--- config.mk ---
export PLATFORM = sky130hd
export DESIGN_NAME = sfar_ctrl
export DESIGN_NICKNAME = d
export VERILOG_FILES = /design/src/rtl/sfar_pkg.sv /design/src/rtl/sfar_ctrl.sv
export SDC_FILE = /design/constraint.sdc
export NUM_CORES = 1
export LEC_CHECK = 0
export ABC_AREA = 1
export BUFFER_PORTS_ARGS = -buffer_cell sky130_fd_sc_hd__buf_2
export CORE_MARGIN = 2
export CORE_UTILIZATION = 37
export DETAILED_ROUTE_END_ITERATION = 7
export PLACE_DENSITY = 0.73
export SLEW_MARGIN = 20
export SYNTH_ARGS = -nofsm -noshare
export SYNTH_HDL_FRONTEND = slang
export SYNTH_SLANG_ARGS = --single-unit
--- constraint.sdc ---
create_clock -name aclk -period 1.1 [get_ports aclk]
set_input_delay 0.11 -clock aclk [delete_from_list [all_inputs] [get_ports aclk]]
set_output_delay 0.11 -clock aclk [all_outputs]
set_load 0.01 [all_outputs]
--- src/rtl/sfar_pkg.sv ---
package sfar_pkg;

    localparam int DEF_MAX_NEURONS = 256;
    localparam int DEF_MAX_FANIN   = 16;

    localparam int OP_W     = 3;
    localparam int NEURON_W = 8;
    localparam int SLOT_W   = 4;
    localparam int CNT_W    = 5;
    localparam int ACT_W    = 16;
    localparam int RND_W    = 32;
    localparam int NCNT_W   = 9;
    localparam int STRIDE_W = 5;

    localparam logic [OP_W-1:0] OP_WR_WIRE  = 3'd0;
    localparam logic [OP_W-1:0] OP_WR_COUNT = 3'd1;
    localparam logic [OP_W-1:0] OP_WR_ACT   = 3'd2;
    localparam logic [OP_W-1:0] OP_AVERAGE  = 3'd3;
    localparam logic [OP_W-1:0] OP_REWIRE   = 3'd4;

    localparam logic REG_NEURON_COUNT = 1'b0;
    localparam logic REG_ROW_STRIDE   = 1'b1;

    // controller -> datapath
    typedef struct packed {
        logic load;        // capture input beat
        logic wr_wire;     // write wiring entry at computed address
        logic wr_count;
        logic wr_act;
        logic rd_count_n;  // read count of item neuron
        logic rd_count_f;  // read count of from feeder
        logic rd_wire;     // issue wiring read at walk/slot address
        logic rd_act;      // issue activation read for fetched id
        logic acc_clr;
        logic acc_add;
        logic div_start;   // start divider
        logic div_sel;     // 0: sum / count, 1: random / count
        logic set_from;    // capture from slot result
        logic set_to;      // capture to slot result
        logic wire_from;   // capture from id
        logic wire_to;     // capture to id
        logic rw_write;    // final rewire write
        logic walk_clr;
        logic walk_inc;
        logic out_load;
    } sfar_cmd_t;

    // datapath -> controller
    typedef struct packed {
        logic [OP_W-1:0] op;
        logic            n_ok;
        logic            slot_ok;
        logic            cnt_zero;
        logic            walk_done;
        logic            div_busy;
        logic            from_ok;
        logic            out_busy;
    } sfar_stat_t;

endpackage

--- src/rtl/sfar_ctrl.sv ---
module sfar_ctrl
    import sfar_pkg::*;
(
    input  logic       aclk,
    input  logic       aresetn,
    input  logic       s_valid,
    output logic       s_ready,
    input  sfar_stat_t stat,
    output sfar_cmd_t  cmd
);
    localparam logic [3:0] S_IDLE   = 4'd0;
    localparam logic [3:0] S_DEC    = 4'd1;
    localparam logic [3:0] S_CNT    = 4'd2;
    localparam logic [3:0] S_WRD    = 4'd3;
    localparam logic [3:0] S_ACT    = 4'd4;
    localparam logic [3:0] S_ADD    = 4'd5;
    localparam logic [3:0] S_DIV    = 4'd6;
    localparam logic [3:0] S_OUT    = 4'd7;
    localparam logic [3:0] S_RDIV1  = 4'd8;
    localparam logic [3:0] S_RDIV2  = 4'd9;
    localparam logic [3:0] S_RWF    = 4'd10;
    localparam logic [3:0] S_RWT    = 4'd11;
    localparam logic [3:0] S_FCNT   = 4'd12;
    localparam logic [3:0] S_FSET   = 4'd13;
    localparam logic [3:0] S_RDIV3  = 4'd14;
    localparam logic [3:0] S_RWR    = 4'd15;

    logic [3:0] state_reg, state_next;
    logic       started_reg, started_next;

    always_comb begin
        state_next = state_reg;
        started_next = 1'b0;
        cmd = '0;
        s_ready = 1'b0;
        case (state_reg)
            S_IDLE: begin
                s_ready = 1'b1;
                cmd.load = s_valid;
                if (s_valid) state_next = S_DEC;
            end
            S_DEC: begin
                state_next = S_IDLE;
                if (stat.n_ok) begin
                    case (stat.op)
                        OP_WR_WIRE:  cmd.wr_wire = stat.slot_ok;
                        OP_WR_COUNT: cmd.wr_count = 1'b1;
                        OP_WR_ACT:   cmd.wr_act = 1'b1;
                        OP_AVERAGE, OP_REWIRE: begin
                            cmd.rd_count_n = 1'b1;
                            state_next = S_CNT;
                        end
                        default: state_next = S_IDLE;
                    endcase
                end
            end
            S_CNT: begin
                cmd.walk_clr = 1'b1;
                cmd.acc_clr = 1'b1;
                if (stat.op == OP_AVERAGE) state_next = S_WRD;
                else if (stat.cnt_zero) state_next = S_IDLE;
                else state_next = S_RDIV1;
            end
            S_WRD: begin
                if (stat.walk_done) begin
                    state_next = S_DIV;
                    cmd.div_start = 1'b1;
                end else begin
                    cmd.rd_wire = 1'b1;
                    state_next = S_ACT;
                end
            end
            S_ACT: begin
                cmd.rd_act = 1'b1;
                cmd.walk_inc = 1'b1;
                state_next = S_ADD;
            end
            S_ADD: begin
                cmd.acc_add = 1'b1;
                state_next = S_WRD;
            end
            S_DIV: begin
                if (!stat.div_busy && !stat.out_busy) begin
                    cmd.out_load = 1'b1;
                    state_next = S_IDLE;
                end
            end
            S_RDIV1: begin
                // first division: from slot
                cmd.div_sel = 1'b1;
                if (!started_reg) begin
                    cmd.div_start = 1'b1;
                    started_next = 1'b1;
                end else if (!stat.div_busy) begin
                    cmd.set_from = 1'b1;
                    cmd.walk_inc = 1'b1;
                    state_next = S_RDIV2;
                end else begin
                    started_next = 1'b1;
                end
            end
            S_RDIV2: begin
                cmd.div_sel = 1'b1;
                if (!started_reg) begin
                    cmd.div_start = 1'b1;
                    started_next = 1'b1;
                end else if (!stat.div_busy) begin
                    cmd.set_to = 1'b1;
                    state_next = S_RWF;
                end else begin
                    started_next = 1'b1;
                end
            end
            S_RWF: begin
                state_next = S_RWT;
                cmd.rd_wire = 1'b1;
            end
            S_RWT: begin
                cmd.wire_from = 1'b1;
                cmd.rd_wire = 1'b1;
                state_next = S_FCNT;
            end
            S_FCNT: begin
                cmd.wire_to = 1'b1;
                cmd.rd_count_f = 1'b1;
                state_next = S_FSET;
            end
            S_FSET: begin
                cmd.walk_clr = 1'b1;
                if (!stat.from_ok || stat.cnt_zero) state_next = S_IDLE;
                else state_next = S_RDIV3;
            end
            S_RDIV3: begin
                cmd.div_sel = 1'b1;
                if (!started_reg) begin
                    cmd.div_start = 1'b1;
                    started_next = 1'b1;
                end else if (!stat.div_busy) begin
                    state_next = S_RWR;
                end else begin
                    started_next = 1'b1;
                end
            end
            S_RWR: begin
                cmd.rw_write = 1'b1;
                state_next = S_IDLE;
            end
            default: state_next = S_IDLE;
        endcase
    end

    always_ff @(posedge aclk) begin
        if (!aresetn) begin
            state_reg <= S_IDLE;
            started_reg <= 1'b0;
        end else begin
            state_reg <= state_next;
            started_reg <= started_next;
        end
    end
endmodule

==> out/qor.yml, run 1 <==
yosys:
  synth-seq-cells: 5
  synth_top_area_share_pct: 18.7
  synth-xor-area-share_pct: 0
  netlist_instances: 102
  yosys.area.top_type: "nand2_1"
  ys_warn_count: 0
  async_flop_share_pct: 0
  syn_nets: 115
  synth.distinct_cells: 23
  post_synth.cell_area_avg_sq_um: 5.51
  synth-adder-area-share_pct: 0
  synth-edff-count: 0
  synthTopCellsByArea: "nand2_1 19%, dfxtp_1 18%, nor2_1 10%"
  ys_seq_area_share_pct: 17.8
  synth_compound_area_share_pct: 12.7
  synth_top_family_by_area: "simple AND/OR/NAND/NOR gates"
  ys.flop_type: "dfxtp_1"
  syn_area_sq_um: 562
  yosys.area_share.simple_pct: 55.9
  synthMuxAreaShare_pct: 0
global_route:
  antenna_found_initial: 0
  grt_max_degree: 7
placement:
  pre_cts_slack_ps: -181
  gp_congestion: 0.855
  post_dp_cell_area_sq_um: 967
  hpwl_microns: 1640
  io_buffers: 33
die:
  die_w_microns: 43.0
  ios: 34
  start_util_pct: 38.2
  dieHeight_microns: 43.0
  num_rows: 14
sta:
  worst_endpoint: "cmd[9]"
  endpoint_type: "primary output"
run_status:
  status: "did not finish"
  lastStage: "global routing (5_1_grt)"
  tool.error: "[ERROR DPL-0033] detailed placement checks failed during check placement."
clocking:
  clk_path_buf_depth: 2
  cts_made_buffers: 3
  cts_sinks: 5
  ctsHoldBuffers: 0
  root_buffer: "clkbuf_4"
  h-tree-depth: 1
## timing repair
| action | CTS |
|---|---|
| pin swaps | 18 |
| buffers inserted | 9 |
| endpoints found under the setup margin | 26 |
| gates resized for setup | 65 |
## metrics by stage
| step | util, % | cells |
|---|---|---|
| after floorplan | - | 102 |
| after global placement | 65.7 | 168 |
| after detailed placement | 65.7 | 168 |
| after CTS | 89.5 | 181 |
## kinds of logic after synthesis
kind of cell	after synthesis
and+or+nand+nor	67
buffers and inverters	19
AOI/OAI and AO/OA	11
DFF	5
## Yosys cell counts (all sizes together), types with 2 or more instances
master / instances
nand3: 5
nand2: 33
nor2: 19
a21oi: 6
nor3: 3
nor4: 4
dfxtp: 5
inv: 16
buf: 2
o21ai: 3
==> run 2: changes to the inputs <==
--- a/config.mk
+++ b/config.mk
@@ -7,10 +7,10 @@
 export LEC_CHECK = 0
 export ABC_AREA = 1
 export BUFFER_PORTS_ARGS = -buffer_cell sky130_fd_sc_hd__buf_2
-export CORE_MARGIN = 2
-export CORE_UTILIZATION = 37
+export CORE_AREA = 2 2 63 65
 export DETAILED_ROUTE_END_ITERATION = 7
-export PLACE_DENSITY = 0.73
+export DIE_AREA = 0 0 65 67
+export PLACE_DENSITY_LB_ADDON = 0.15
 export SLEW_MARGIN = 20
 export SYNTH_ARGS = -nofsm -noshare
 export SYNTH_HDL_FRONTEND = slang
==> constraint.sdc (replaced) <==
create_clock -name aclk -period 1.4 [get_ports aclk]
set_input_delay 0.14 -clock aclk [delete_from_list [all_inputs] [get_ports aclk]]
set_output_delay 0.14 -clock aclk [all_outputs]
set_load 0.01 [all_outputs]
==> out/qor.yml, run 2 <==
worst_setup_path:
  rr_startpoint: "state_reg[0]"
  arrival_ps: 1280
  cp_num_buf_inv: 3
  path_cells: "buf_4 > nor2_4 > nand2_2 > o21ai_4 > inv_1 > o21ai_1 > buf_2"
  crit_family: "buffers and inverters"
  critical_path.endpoint_type: "output port"
  crit_required_ps: 1260
  critical_path_class: "reg2out"
  cp_slowest_cell: "dfxtp_2"
  cpPeakStageDelay_ps: 330
  crit_start: "state_reg[0]"
  path_max_fanout: 4
  start_kind: "flip-flop"
clocking:
  ctsHoldBuffers: 0
  h-tree-depth: 1
  clk_pin_slew_ps: 40
  root_buffer: "clkbuf_8"
  clk_path_buf_depth: 2
  clock_latency_ps: 220
  cts_sinks: 5
  cts_made_buffers: 3
  cts_tree: "yes"
hold_path:
  hold_class: "in2reg"
  worst_hold_startpoint: "aresetn"
global_route:
  grt_pass1_wl_microns: 3480
  grt_busiest_layer: "met2"
  antenna_found_initial: 0
  grtUsageMet3_pct: 1.18
  use_met1_pct: 12.3
  grt_pass1_vias: 801
  grt_usage_pct: 10.1
  grt_max_degree: 9
  overflow: 0
  grt_use_met2_pct: 18.6
placement:
  hpwl_microns: 1730
  pre_cts_slack_ps: -53.4
  gp_congestion: 0.824
  post-place-cells: 188
  post_dp_cell_area_sq_um: 827
  io_buffers: 33
layout:
  fill_cells: 424
  antennaDiodeCount: 0
  drive_above_1_share_pct: 58.7
  final_cell_mix: "32 x buf_2, 22 x nand2_1, 13 x buf_4"
  final_common_cell: "buf_2"
  final_cells: 198
  nets: 164
  largest_reg_flops: 4
  syn2layout_area_growth_pct: 93.3
  stdcell_area_sq_um: 1090
  multi_input_area_sq_um: 520
  regArea_sq_um: 113
  utilization_pct: 30.1
sta:
  layout_setup_ws_ps: -16.7
  max-slew-margin-rel_pct: 81.7
  finClkSkew_ps: 3.27
  timing.final.crit_share_pct: 101
  hold_viol: 0
  rsz0062_at_grt: "yes"
  final.hold.worst_slack_ps: 226
  min_period_ps: 1420
  fmax_mhz: 706
  finalSetupViolCount: 2
  fin_setup_tns_ps: -19.0
  drv_slew: 0
  worst_pin_slew_ps: 273
yosys:
  synth_common_cells: "28 x nand2_1, 15 x nor2_1, 14 x inv_1, 5 x dfxtp_1, 5 x nand3_1"
  synth.distinct_cells: 23
  ys_warn_count: 0
  syn_nets: 115
  synthTopCellsByArea: "nand2_1 19%, dfxtp_1 18%, nor2_1 10%"
  synth-edff-count: 0
  syn_area_sq_um: 562
  post_synth.cell_area_avg_sq_um: 5.51
  ys.flop_type: "dfxtp_1"
  yosys.area.top_type: "nand2_1"
  netlist_instances: 102
  synth_most_common_cell: "nand2_1"
  synth-seq-cells: 5
  ys_seq_area_share_pct: 17.8
  synth_top_area_share_pct: 18.7
  async_flop_share_pct: 0
drt:
  via_count: 817
  postRouteWirelength_microns: 2120
  dr.pass1.iters: 2
  drc: 0
  drt_iter0_markers: 6
  wire_per_inst_microns: 10.7
  routed_via_density: 4.13
  ant_nets: 0
die:
  start_util_pct: 15.6
  dieHeight_microns: 67
  fp.coreArea_sq_um: 3610
  die_area_sq_um: 4360
  die_w_microns: 65
  num_rows: 22
  ios: 34
pwr:
  combPwrFrac_pct: 33.7
  p_sw_share_pct: 31.3
  p_seq_share_pct: 24.7
  irDropWorstVdd_mv: 0.597
  leakagePower_nw: 0.571
  power_switching_uw: 195
  power_frac_clock_pct: 41.6
  p_int_uw: 428
  power_density_nw_per_um2: 573
  p_total_uw: 623
run:
  cap_violations: 0
run_status:
  status: "complete, but fails checks"
  violations: "negative setup slack"
## run 2: final cells by class
type                    instances  share of cell area (%)
clock buffers                   4                    4.15
repair buffers                 46                    24.8
well taps                      48                    5.53
flip-flops and latches          5                    10.4
inverters                      17                    7.26
multi-input cells              78                    47.9
## run 2: path summary, 6_finish.rpt
check | to | slack (ps) | depth (start not counted)
worst max-delay path | cmd[9] | -20 | 7
worst min-delay path | started_reg | 230 | 3
worst max register to register | state_reg[2] | 80 | 8
worst min register to register | state_reg[0] | 640 | 3
## run 2: power by group through the flow
stage	Clock [mW]	Combinational (mW)	Sequential, mW
final	0.259	0.210	0.154
after global routing	0.276	0.232	0.154
after CTS	0.263	0.178	0.150
after detailed placement	0	0.158	0.156
after global placement	0	0.157	0.156
after floorplan	0	0.0891	0.158
## run 2: logic make-up after synthesis
logic type	after synthesis	share of synthesized area (%)
compound gates	11	12.7
buf+inv	19	13.6
flops	5	17.8
simple gates	67	55.9
## run 2: per-layer routing
| layer | up-vias | routed length [microns] | share of wire, % |
|---|---|---|---|
| met4 | 0 | 23 | 1.1 |
| met3 | 2 | 75 | 3.5 |
| met2 | 18 | 1120 | 53 |
| met1 | 369 | 902 | 43 |
| met5 | - | 0 | 0 |
| li1 | 428 | - | - |
## run 2: timing repair
item	in CTS	in global routing
pin swaps	2	1
setup endpoints to repair	20	16
hold endpoints to repair	0	0
gates resized for setup	24	22
buffers inserted	3	3
## run 2: worst reg2reg max path, delay by kind of cell (launching register included)
kind	cells	cell delay, ps
simple gates	3	230
flops	1	340
compound gates	3	380
buf+inv	2	300
Note: power is estimated with default switching activity, not from simulation.
==> run 3: changes to the inputs <==
--- a/config.mk
+++ b/config.mk
@@ -11,6 +11,7 @@
 export DETAILED_ROUTE_END_ITERATION = 7
 export DIE_AREA = 0 0 65 67
 export PLACE_DENSITY_LB_ADDON = 0.15
+export SETUP_SLACK_MARGIN = 0.2
 export SLEW_MARGIN = 20
 export SYNTH_ARGS = -nofsm -noshare
 export SYNTH_HDL_FRONTEND = slang
==> out/qor.yml, run 3 (same netlist as run 2, synthesis figures left out) <==
global_route:
  grt_usage_pct: 11.4
  antenna_found_initial: 0
  overflow: 0
  grt_pass1_wl_microns: 3840
  grt_max_degree: 8
  grt_pass1_vias: 848
hold_path:
  min_path_cells: 3
  min_to: "state_reg[2]"
  hold_class: "in2reg"
  worst_hold_startpoint: "aresetn"
die:
  ios: 34
  die_area_sq_um: 4360
  start_util_pct: 15.6
  dieHeight_microns: 67
  fp.coreArea_sq_um: 3610
  num_rows: 22
  die_w_microns: 65
drt:
  routed_via_density: 4.23
  drt_iter0_markers: 29
  wire_per_inst_microns: 11.7
  via_count: 859
  drc: 0
  postRouteWirelength_microns: 2370
  dr.pass1.iters: 4
  ant_nets: 0
pwr:
  p_total_uw: 648
  power_density_nw_per_um2: 540
  irDropWorstVdd_mv: 0.430
  leakagePower_nw: 0.611
layout:
  nets: 169
  multi_input_area_sq_um: 559
  utilization_pct: 33.3
  drive_above_1_share_pct: 63.2
  syn2layout_area_growth_pct: 114
  antennaDiodeCount: 0
  final_common_cell: "buf_2"
  fill_cells: 402
  regArea_sq_um: 115
  largest_reg_flops: 4
  final_cell_mix: "28 x buf_2, 21 x nand2_1, 16 x buf_4"
  final_cells: 203
clocking:
  cts_sinks: 5
  clk_path_buf_depth: 2
  clk_pin_slew_ps: 40
  cts_tree: "yes"
  cts_made_buffers: 3
  h-tree-depth: 1
  ctsHoldBuffers: 0
  clock_latency_ps: 220
  root_buffer: "clkbuf_8"
worst_setup_path:
  r2r-end: "state_reg[1]"
  reg2reg_depth: 10
  cp_slowest_cell: "dfxtp_4"
  critical_path.endpoint_type: "output port"
  path_cells: "inv_6 > nor2_4 > nand2_2 > nor4_1 > buf_2"
  ff2ff_setup_slack_ps: 40
  rr_startpoint: "state_reg[0]"
  crit_required_ps: 1260
  cpPeakStageDelay_ps: 400
  critical_path_class: "reg2out"
  arrival_ps: 1300
  path_max_fanout: 5
  start_kind: "flip-flop"
sta:
  fmax_mhz: 695
  layout_setup_ws_ps: -39.5
  max-slew-margin-rel_pct: 83.5
  hold_viol: 0
  worst_pin_slew_ps: 246
  min_period_ps: 1440
  finClkSkew_ps: 2.08
  timing.final.crit_share_pct: 103
  fin_setup_tns_ps: -60.8
  rsz0062_at_grt: "yes"
  finalSetupViolCount: 2
  drv_slew: 0
placement:
  hpwl_microns: 1730
  pre_cts_slack_ps: -10.5
  post-place-cells: 184
  io_buffers: 33
  gp_congestion: 0.881
run_status:
  violations: "negative setup slack"
  status: "complete, but fails checks"
run:
  cap_violations: 0
## run 3: changes by cell type in the layout (fill, tap and decap cells not counted), moves of 2 or more
| cell | previous run | this run |
|---|---|---|
| nand2_4 | 2 | 4 |
| buf_2 | 32 | 28 |
| nor4_2 | 3 | 1 |
| nor4_4 | 0 | 2 |
| buf_6 | 1 | 7 |
| buf_4 | 13 | 16 |
## run 3: timing repair
item	in CTS	in global routing
setup endpoints to repair	25	25
pin swaps	8	7
cloned	0	0
gates resized for setup	37	12
setup buffers	14	1
## run 3: worst max-delay path by stage
stage / startpoint / slack, ps / cells past startpoint / to
floorplan: state_reg[0] / 170 / 4 / cmd[16]
global placement: state_reg[0] / -2 / 5 / cmd[18]
detailed placement: state_reg[0] / -10 / 5 / cmd[18]
CTS: state_reg[0] / -3 / 5 / cmd[18]
global route: state_reg[0] / -110 / 5 / cmd[18]
finish: state_reg[0] / -40 / 5 / cmd[16]
## run 3: report_power, final
group / switching, mW / leakage [nW] / internal [mW] / total (mW)
registers: 0.0171 / 0.0436 / 0.145 / 0.163
logic: 0.127 / 0.545 / 0.0953 / 0.222
clock network: 0.0681 / 0.0228 / 0.195 / 0.263
total: 0.212 / 0.611 / 0.436 / 0.648
## run 3: critical path, delay by kind of cell, from the launching register on
family	cells	cell delay [ps]
and+or+nand+nor	3	430
buffers and inverters	2	250
DFF	1	400
## run 3: stage by stage
stage | area, sq um | hold WS [ps]
finish | 1200 | 225
global route | 1200 | 272
CTS | 1140 | 228
detailed placement | 841 | 462
global placement | 841 | 452
floorplan | 612 | 332
## run 3: area by class of cell
type	count	share of cell area, %
multi-input combinational	78	46.6
timing repair buffer	51	28.2
sequential	5	9.58
inverter	17	6.88
tap	48	5.00
clock buffer	4	3.75
## run 3: routing by layer
metal | GRT usage (%) | wire, microns | up-vias
li1 | - | - | 434
met1 | 13.7 | 1000 | 389
met2 | 19.3 | 1170 | 32
met3 | 2.87 | 159 | 4
met4 | 4.52 | 36 | 0
met5 | 0 | 0 | -
